`src/rtl/nhb_pkg.sv`:
```
package nhb_pkg;

  localparam int MAX_BINS_DEF   = 16;
  localparam int MAX_DIMS_DEF   = 3;
  localparam int COUNT_BITS_DEF = 32;

  localparam int COORD_W = 32;
  localparam int BIN_W   = 12;
  localparam int OUT_CNT_W = 32;
  localparam int REG_W   = 32;
  localparam int IDX_W   = 3;

  // dividend width and step count of the shared divider
  localparam int DIV_W   = 37;

  localparam logic CMD_ADD  = 1'b0;
  localparam logic CMD_READ = 1'b1;

  localparam logic [IDX_W-1:0] REG_BINS    = 3'd0;
  localparam logic [IDX_W-1:0] REG_DIMS    = 3'd1;
  localparam logic [IDX_W-1:0] REG_LOWER_0 = 3'd2;
  localparam logic [IDX_W-1:0] REG_UPPER_0 = 3'd3;
  localparam logic [IDX_W-1:0] REG_LOWER_1 = 3'd4;
  localparam logic [IDX_W-1:0] REG_UPPER_1 = 3'd5;
  localparam logic [IDX_W-1:0] REG_LOWER_2 = 3'd6;
  localparam logic [IDX_W-1:0] REG_UPPER_2 = 3'd7;

  typedef struct packed {
    logic               command;
    logic signed [31:0] coord_0;
    logic signed [31:0] coord_1;
    logic signed [31:0] coord_2;
    logic [11:0]        read_bin;
  } in_item_t;

  typedef struct packed {
    logic [11:0] bin_number;
    logic [31:0] bin_count;
    logic        clamped;
  } out_item_t;

  // controller to datapath
  typedef struct packed {
    logic       load;
    logic [1:0] dim;
    logic       sub_start;
    logic       div_step;
    logic       accum;
    logic       mem_rd;
    logic       mem_wr;
    logic       out_load;
  } nhb_cmd_t;

  // datapath to controller
  typedef struct packed {
    logic       is_read;
    logic [1:0] ndims;
  } nhb_sts_t;

endpackage

```
`src/rtl/nhb_ctrl.sv`:
```
module nhb_ctrl
  import nhb_pkg::*;
#(
  parameter int DEPTH = MAX_BINS_DEF * MAX_BINS_DEF * MAX_BINS_DEF
) (
  input  logic                     clk,
  input  logic                     rst_n,
  input  logic                     in_valid,
  output logic                     in_stall,
  output logic                     out_valid,
  input  logic                     out_stall,
  output logic                     clearing,
  output logic [$clog2(DEPTH)-1:0] clr_addr,
  output nhb_cmd_t                 cmd,
  input  nhb_sts_t                 sts
);

  localparam int AW = $clog2(DEPTH);

  localparam logic [2:0] S_CLEAR = 3'd0;
  localparam logic [2:0] S_IDLE  = 3'd1;
  localparam logic [2:0] S_SUB   = 3'd2;
  localparam logic [2:0] S_DIV   = 3'd3;
  localparam logic [2:0] S_RD    = 3'd4;
  localparam logic [2:0] S_WAIT  = 3'd5;
  localparam logic [2:0] S_WR    = 3'd6;

  logic [2:0]    state_r, state_nxt;
  logic [1:0]    dim_r, dim_nxt;
  logic [5:0]    cnt_r, cnt_nxt;
  logic [AW-1:0] clr_r, clr_nxt;
  logic          ovalid_r, ovalid_nxt;

  always_comb begin
    state_nxt  = state_r;
    dim_nxt    = dim_r;
    cnt_nxt    = cnt_r;
    clr_nxt    = clr_r;
    ovalid_nxt = ovalid_r;
    cmd        = '0;
    cmd.dim    = dim_r;
    if (ovalid_r && !out_stall) begin
      ovalid_nxt = 1'b0;
    end
    case (state_r)
      S_CLEAR: begin
        clr_nxt = clr_r + 1'b1;
        if (clr_r == AW'(DEPTH - 1)) begin
          state_nxt = S_IDLE;
        end
      end
      S_IDLE: begin
        if (in_valid) begin
          cmd.load  = 1'b1;
          dim_nxt   = 2'd0;
          state_nxt = S_SUB;
        end
      end
      S_SUB: begin
        if (sts.is_read) begin
          cmd.mem_rd = 1'b1;
          state_nxt  = S_WAIT;
        end else begin
          cmd.sub_start = 1'b1;
          cnt_nxt       = 6'd0;
          state_nxt     = S_DIV;
        end
      end
      S_DIV: begin
        cmd.div_step = 1'b1;
        cnt_nxt      = cnt_r + 6'd1;
        if (cnt_r == 6'(DIV_W - 1)) begin
          cmd.accum = 1'b1;
          if ({1'b0, dim_r} + 3'd1 >= {1'b0, sts.ndims}) begin
            state_nxt = S_RD;
          end else begin
            dim_nxt   = dim_r + 2'd1;
            state_nxt = S_SUB;
          end
        end
      end
      S_RD: begin
        cmd.mem_rd = 1'b1;
        state_nxt  = S_WAIT;
      end
      S_WAIT: begin
        state_nxt = S_WR;
      end
      S_WR: begin
        if (!ovalid_r || !out_stall) begin
          cmd.mem_wr   = !sts.is_read;
          cmd.out_load = 1'b1;
          ovalid_nxt   = 1'b1;
          state_nxt    = S_IDLE;
        end
      end
      default: state_nxt = S_IDLE;
    endcase
  end

  always_ff @(posedge clk) begin
    if (!rst_n) begin
      state_r  <= S_CLEAR;
      dim_r    <= '0;
      cnt_r    <= '0;
      clr_r    <= '0;
      ovalid_r <= 1'b0;
    end else begin
      state_r  <= state_nxt;
      dim_r    <= dim_nxt;
      cnt_r    <= cnt_nxt;
      clr_r    <= clr_nxt;
      ovalid_r <= ovalid_nxt;
    end
  end

  assign in_stall  = (state_r != S_IDLE);
  assign out_valid = ovalid_r;
  assign clearing  = (state_r == S_CLEAR);
  assign clr_addr  = clr_r;

endmodule

```
`config.mk`:
```
export PLATFORM = sky130hd
export DESIGN_NAME = nhb_ctrl
export DESIGN_NICKNAME = d
export VERILOG_FILES = /design/src/rtl/nhb_pkg.sv /design/src/rtl/nhb_ctrl.sv
export SDC_FILE = /design/constraint.sdc
export NUM_CORES = 1
export LEC_CHECK = 0
export BUFFER_PORTS_ARGS = -buffer_cell sky130_fd_sc_hd__buf_2
export CAP_MARGIN = 10
export CORE_AREA = 2 2 57 59
export DETAILED_ROUTE_END_ITERATION = 16
export DIE_AREA = 0 0 59 61
export PLACE_DENSITY = 0.82
export SYNTH_ARGS = -nofsm -noshare
export SYNTH_HDL_FRONTEND = slang
export SYNTH_SLANG_ARGS = --single-unit
```
`constraint.sdc`:
```
create_clock -name clk -period 1.7 [get_ports clk]
set_input_delay 0.17 -clock clk [delete_from_list [all_inputs] [get_ports clk]]
set_output_delay 0.17 -clock clk [all_outputs]
set_load 0.005 [all_outputs]
```
# Word-level counts from Yosys, hierarchy flattened
# Index checks and enable logic that the tools add are counted.
# Widths: inputs -> output; s select.
op_classes:
  n_eq_ne: 15
  n_mux: 26
  n_reduce_logical: 11
  add_sub_neg: 4
  n_lt_le_gt_ge: 1
op_table:
  columns: ["op", "count"]
  rows:
  - ["$pmux 3 s7", 1]
  - ["$mux 3", 6]
  - ["$add 12x1->12 const B", 1]
  - ["$eq 12x12->1 const B", 1]
  - ["$mux 2", 6]
  - ["$pmux 6 s2", 1]
  - ["$ne 2x2->1 const B", 5]
  - ["$eq 3x3->1 const B", 3]
  - ["$mux 1", 9]
  - ["$reduce_and 4->1", 2]
  - ["$add 6x1->6 const B", 1]
  - ["$eq 3x2->1 const B", 2]
  - ["$eq 6x6->1 const B", 1]
  - ["$mux 6", 1]
  - ["$pmux 2 s2", 1]
  - ["$reduce_bool 2->1", 2]
  - ["$add 2x1->3 const B", 1]
  - ["$eq 3x1->1 const B", 1]
  - ["$ge 3x2->1", 1]
  - ["$logic_not 1->1", 3]
  - ["$logic_not 3->1", 1]
  - ["$ne 3x1->1 const B", 1]
  - ["$add 2x1->2 const B", 1]
  - ["$ne 2x1->1 const B", 1]
  - ["other kinds (4)", 4]
word_totals:
  word_cells: 62
  register_bits: 24
  out_inout_bits: 24

# Logic depth before layout (Yosys ltp)
logic_depth:
  depth_word: 5
  mapped_depth: 6
  mapped_depth_nobuf: 6

# Worst setup path before layout
# No wires, ideal clock.
synth_path:
  path_kind: "register to register"
  startpoint: "reg clr_r[0], in the netlist clr_addr[0]"
  endpoint: "reg clr_r[10], in the netlist clr_addr[10]"
  slack_ns: -0.077
  synth_period_minus_slack_ns: 1.777
  path_stages_with_launch: 6
  setup_time_ns: 0.115
  required_ns: 1.585
  arrival_ns: 1.662
  path_cell_list: "dfxtp_1 > ha_1 > nor4b_2 > or4b_1 > xnor2_1 > and2_1"
synth_via:
  elab_chain_len: 1
synth_lines:
  columns: ["item", "line_no", "text"]
  rows:
  - ["start, declared", "nhb_ctrl.sv:31", "logic [AW-1:0] clr_r, clr_nxt;"]
  - ["start signal, assigned", "nhb_ctrl.sv:112", "clr_r <= clr_nxt;"]
  - ["$add 12x1->12", "nhb_ctrl.sv:47", "clr_nxt = clr_r + 1'b1;"]
# Every way passes these cells.
# A chain may end at the register's enable or synchronous reset.

# Final worst setup path
layout_path:
  startpoint: "reg dim_r[1]"
  endpoint: "reg dim_r[0]"
layout_via:
  elab_chain_len: 4
layout_lines:
  columns: ["item", "line_no", "text"]
  rows:
  - ["start, declared", "nhb_ctrl.sv:29", "logic [1:0] dim_r, dim_nxt;"]
  - ["start signal, assigned", "nhb_ctrl.sv:110", "dim_r <= dim_nxt;"]
  - ["$add 2x1->3", "nhb_ctrl.sv:74", "if ({1'b0, dim_r} + 3'd1 >= {1'b0, sts.ndims}) begin"]
  - ["$ge 3x2->1", "nhb_ctrl.sv:74", null]
  - ["$ne 2x2->1 (no line)", null, null]
  - ["$reduce_and 4->1 (no line)", null, null]
# Every way passes these cells.

==> flow_metrics.py <==
metrics = {
    "run_status": {
        "run_status": "complete, no violations",
    },
    "yosys": {
        "mean_syn_cell_area_um2": 8.36,
        "ys_types": 37,
        "netlist_area_um2": 1360,
        "ys_async_sr_fraction": 0,
        "syn_nets": 175,
        "synth_flop_cell": "dfxtp_1",
        "synth_seq_area_share": 0.355,
        "synth-edff-count": 0,
        "ys_seq_elements": 24,
        "netlist_instances": 162,
        "ys.warnings.count": 0,
    },
    "detailed_routing": {
        "drt-wirelength-per-cell_um": 12.9,
        "remaining_drc_errors": 0,
        "number_of_vias_per_cell_after_detailed_routing": 5.35,
        "ant_nets": 0,
        "drt_pass1_iterations": 4,
        "vias": 1283,
        "first_iter_violations": 58,
        "totalWireLength_um": 3090,
    },
    "sta": {
        "layout_min_cycle_time_ps": 1700,
        "rsz0062_at_grt": "true",
        "timing.slew.headroom": 0.781,
        "layout_worst_path_cycle_share": 0.999,
        "clock.fmax_mhz": 589,
        "setup_viol": 0,
        "final.setup.tns_ps": 0,
        "finalHoldViolations": 0,
        "finClkSkew_ps": 5.95,
        "report.final.slew_viol_count": 0,
        "timing_worst_slew_pin_value_ps": 326,
    },
    "finish": {
        "filler_cell_count": 282,
        "drive_above_1_share": 0.333,
        "post_layout_util": 0.591,
        "final_nets": 221,
        "mostFrequentLayoutCell": "buf_2",
        "number_of_inserted_diodes": 0,
        "mostFrequentLayoutCells": "30 x buf_2, 17 x dfxtp_1, 16 x buf_4",
        "layout-area-overhead-vs-synth_pct": 28.8,
    },
    "cts": {
        "numClockSinks": 24,
        "clock_tree.htree_level_count": 1,
        "tritoncts.num_buffers": 3,
        "cts-root-buf": "clkbuf_4",
        "worstSkewPairLatency_ps": 330,
        "cts_hold_buffers": 0,
        "clk_transition_reported_paths_ps": 150,
        "cts_tree": "built",
        "clock_tree.buffer_depth": 2,
    },
    "worst_setup_path": {
        "crit_required_ps": 1950,
        "crit_path_capture_type": "flop",
        "worst_ep_arrival_time_ps": 1950,
        "worstPathMaxFanout": 4,
        "startpoint_type": "flop",
        "timing_worst_setup_path_type": "reg2reg",
    },
    "flow_run": {
        "number_of_violations_of_the_max_capacitance_limit": 0,
    },
    "global_route": {
        "initial_antenna_violation_count": 0,
        "grt_max_degree": 15,
        "grt_overflow": 0,
        "grtUsageTotal": 0.178,
        "grt_pass1_wl_um": 4890,
        "first_global_vias": 1146,
    },
    "power": {
        "power.density_cell_area_nw_per_um2": 579,
        "static-leakage-power_nw": 0.810,
        "max-vdd-ir-drop_mv": 0.384,
    },
    "floorplanning": {
        "die_width_um": 59,
        "start_util": 0.459,
        "die_height_um": 61,
        "die-area_um2": 3600,
        "placeableCoreArea_um2": 2950,
        "io_pins": 31,
        "rows": 20,
    },
    "placed_design": {
        "gp_routability_congestion": 0.865,
        "dpl.hpwl_um": 2210,
        "port_buffers": 30,
    },
    "worst_hold_path": {
        "hold_class": "in2reg",
    },
}
==> critical path, stage by stage (launching register included) <==
cell and delay [ps]:
dfxtp_2 390, inv_2 40, fa_1 500, o31a_1 190, nor3b_4 270, mux2i_1 240
==> report_power, final <==
| part | internal, mW | leakage (nW) | switching [mW] |
|---|---|---|---|
| sequential | 0.567 | 0.197 | 0.00313 |
| clock | 0.180 | 0.0261 | 0.190 |
| combinational | 0.0354 | 0.586 | 0.0350 |
| total | 0.782 | 0.810 | 0.228 |
==> cell type report <==
type                       count  area [um^2]  share of cell area
clock buffer                   4         47.5              0.0272
inverter                       9         33.8              0.0194
sequential                    24          492               0.282
timing repair buffer          47          282               0.161
multi-input combinational    123          850               0.487
tap                           33         41.3              0.0237
==> worst paths after layout <==
path / from / endpoint / slack [ps] / depth (start not counted)
worst max-delay path: dim_r[1] / dim_r[0] / 2 / 5
worst min-delay path: rst_n / clr_addr[11] / 170 / 2
worst max register to register: dim_r[1] / dim_r[0] / 2 / 5
worst min register to register: cnt_r[3] / cnt_r[3] / 560 / 2
==> cells by family (layout without fill, tap and decap cells) <==
kind of cell,after synthesis,count (layout),synth area share
XOR/XNOR,10,10,0.0646
multiplexers,3,3,0.0222
adder cells (fa/ha/maj),6,6,0.0609
AND/OR/NAND/NOR,80,80,0.332
buffers and inverters,15,60,0.0471
AO/OA/AOI/OAI,24,24,0.118
flip-flops,24,24,0.355
==> sequential cells by signal, summed over array words and instances (netlist names) <==
signal     count
dim_r          2
cnt_r          6
clr_addr      12
state_r        3
out_valid      1
==> stage by stage <==
| stage | instance area [um^2] | setup slack [ps] | cells | power (mW) | hold WS [ps] |
|---|---|---|---|---|---|
| 2_1_floorplan | 1370 | -5.60 | 162 | 0.616 | 319 |
| 3_3_place_gp | 1640 | 45.5 | 233 | 0.650 | 490 |
| 3_5_place_dp | 1640 | 42.5 | 233 | 0.651 | 494 |
| 4_1_cts | 1710 | 6.38 | 238 | 1.01 | 170 |
| 5_1_grt | 1750 | -49.9 | 240 | 1.03 | 161 |
| 6_report | 1750 | 1.96 | 240 | 1.01 | 167 |
==> cell usage after synthesis (3+ instances only) <==
master	n	area, um^2
nor2_1	11	41.3
nand3_1	10	50.1
o21ai_0	9	45.0
dfxtp_1	24	480
nor4_1	4	25.0
clkbuf_1	5	18.8
and3_1	5	31.3
nor2b_1	6	37.5
xnor2_1	8	70.1
and2_1	13	81.3
nand2_1	15	56.3
nand3b_1	4	30.0
nand4_1	4	25.0
ha_1	5	62.6
mux2i_1	3	30.0
inv_1	8	30.0
==> timing repair <==
item,CTS,global route
gates resized for setup,6,9
pin swaps,1,3
endpoints found under the setup margin,3,7
setup buffers,1,2
endpoints found under the hold margin,0,0
==> routing by layer <==
layer	global-route usage	vias up	wire [um]
met4	0.0942	0	70
met3	0.0299	7	104
met1	0.223	592	1420
met2	0.295	29	1500
met5	0	-	0
li1	-	655	-
Power figures use the tool's default switching activity.
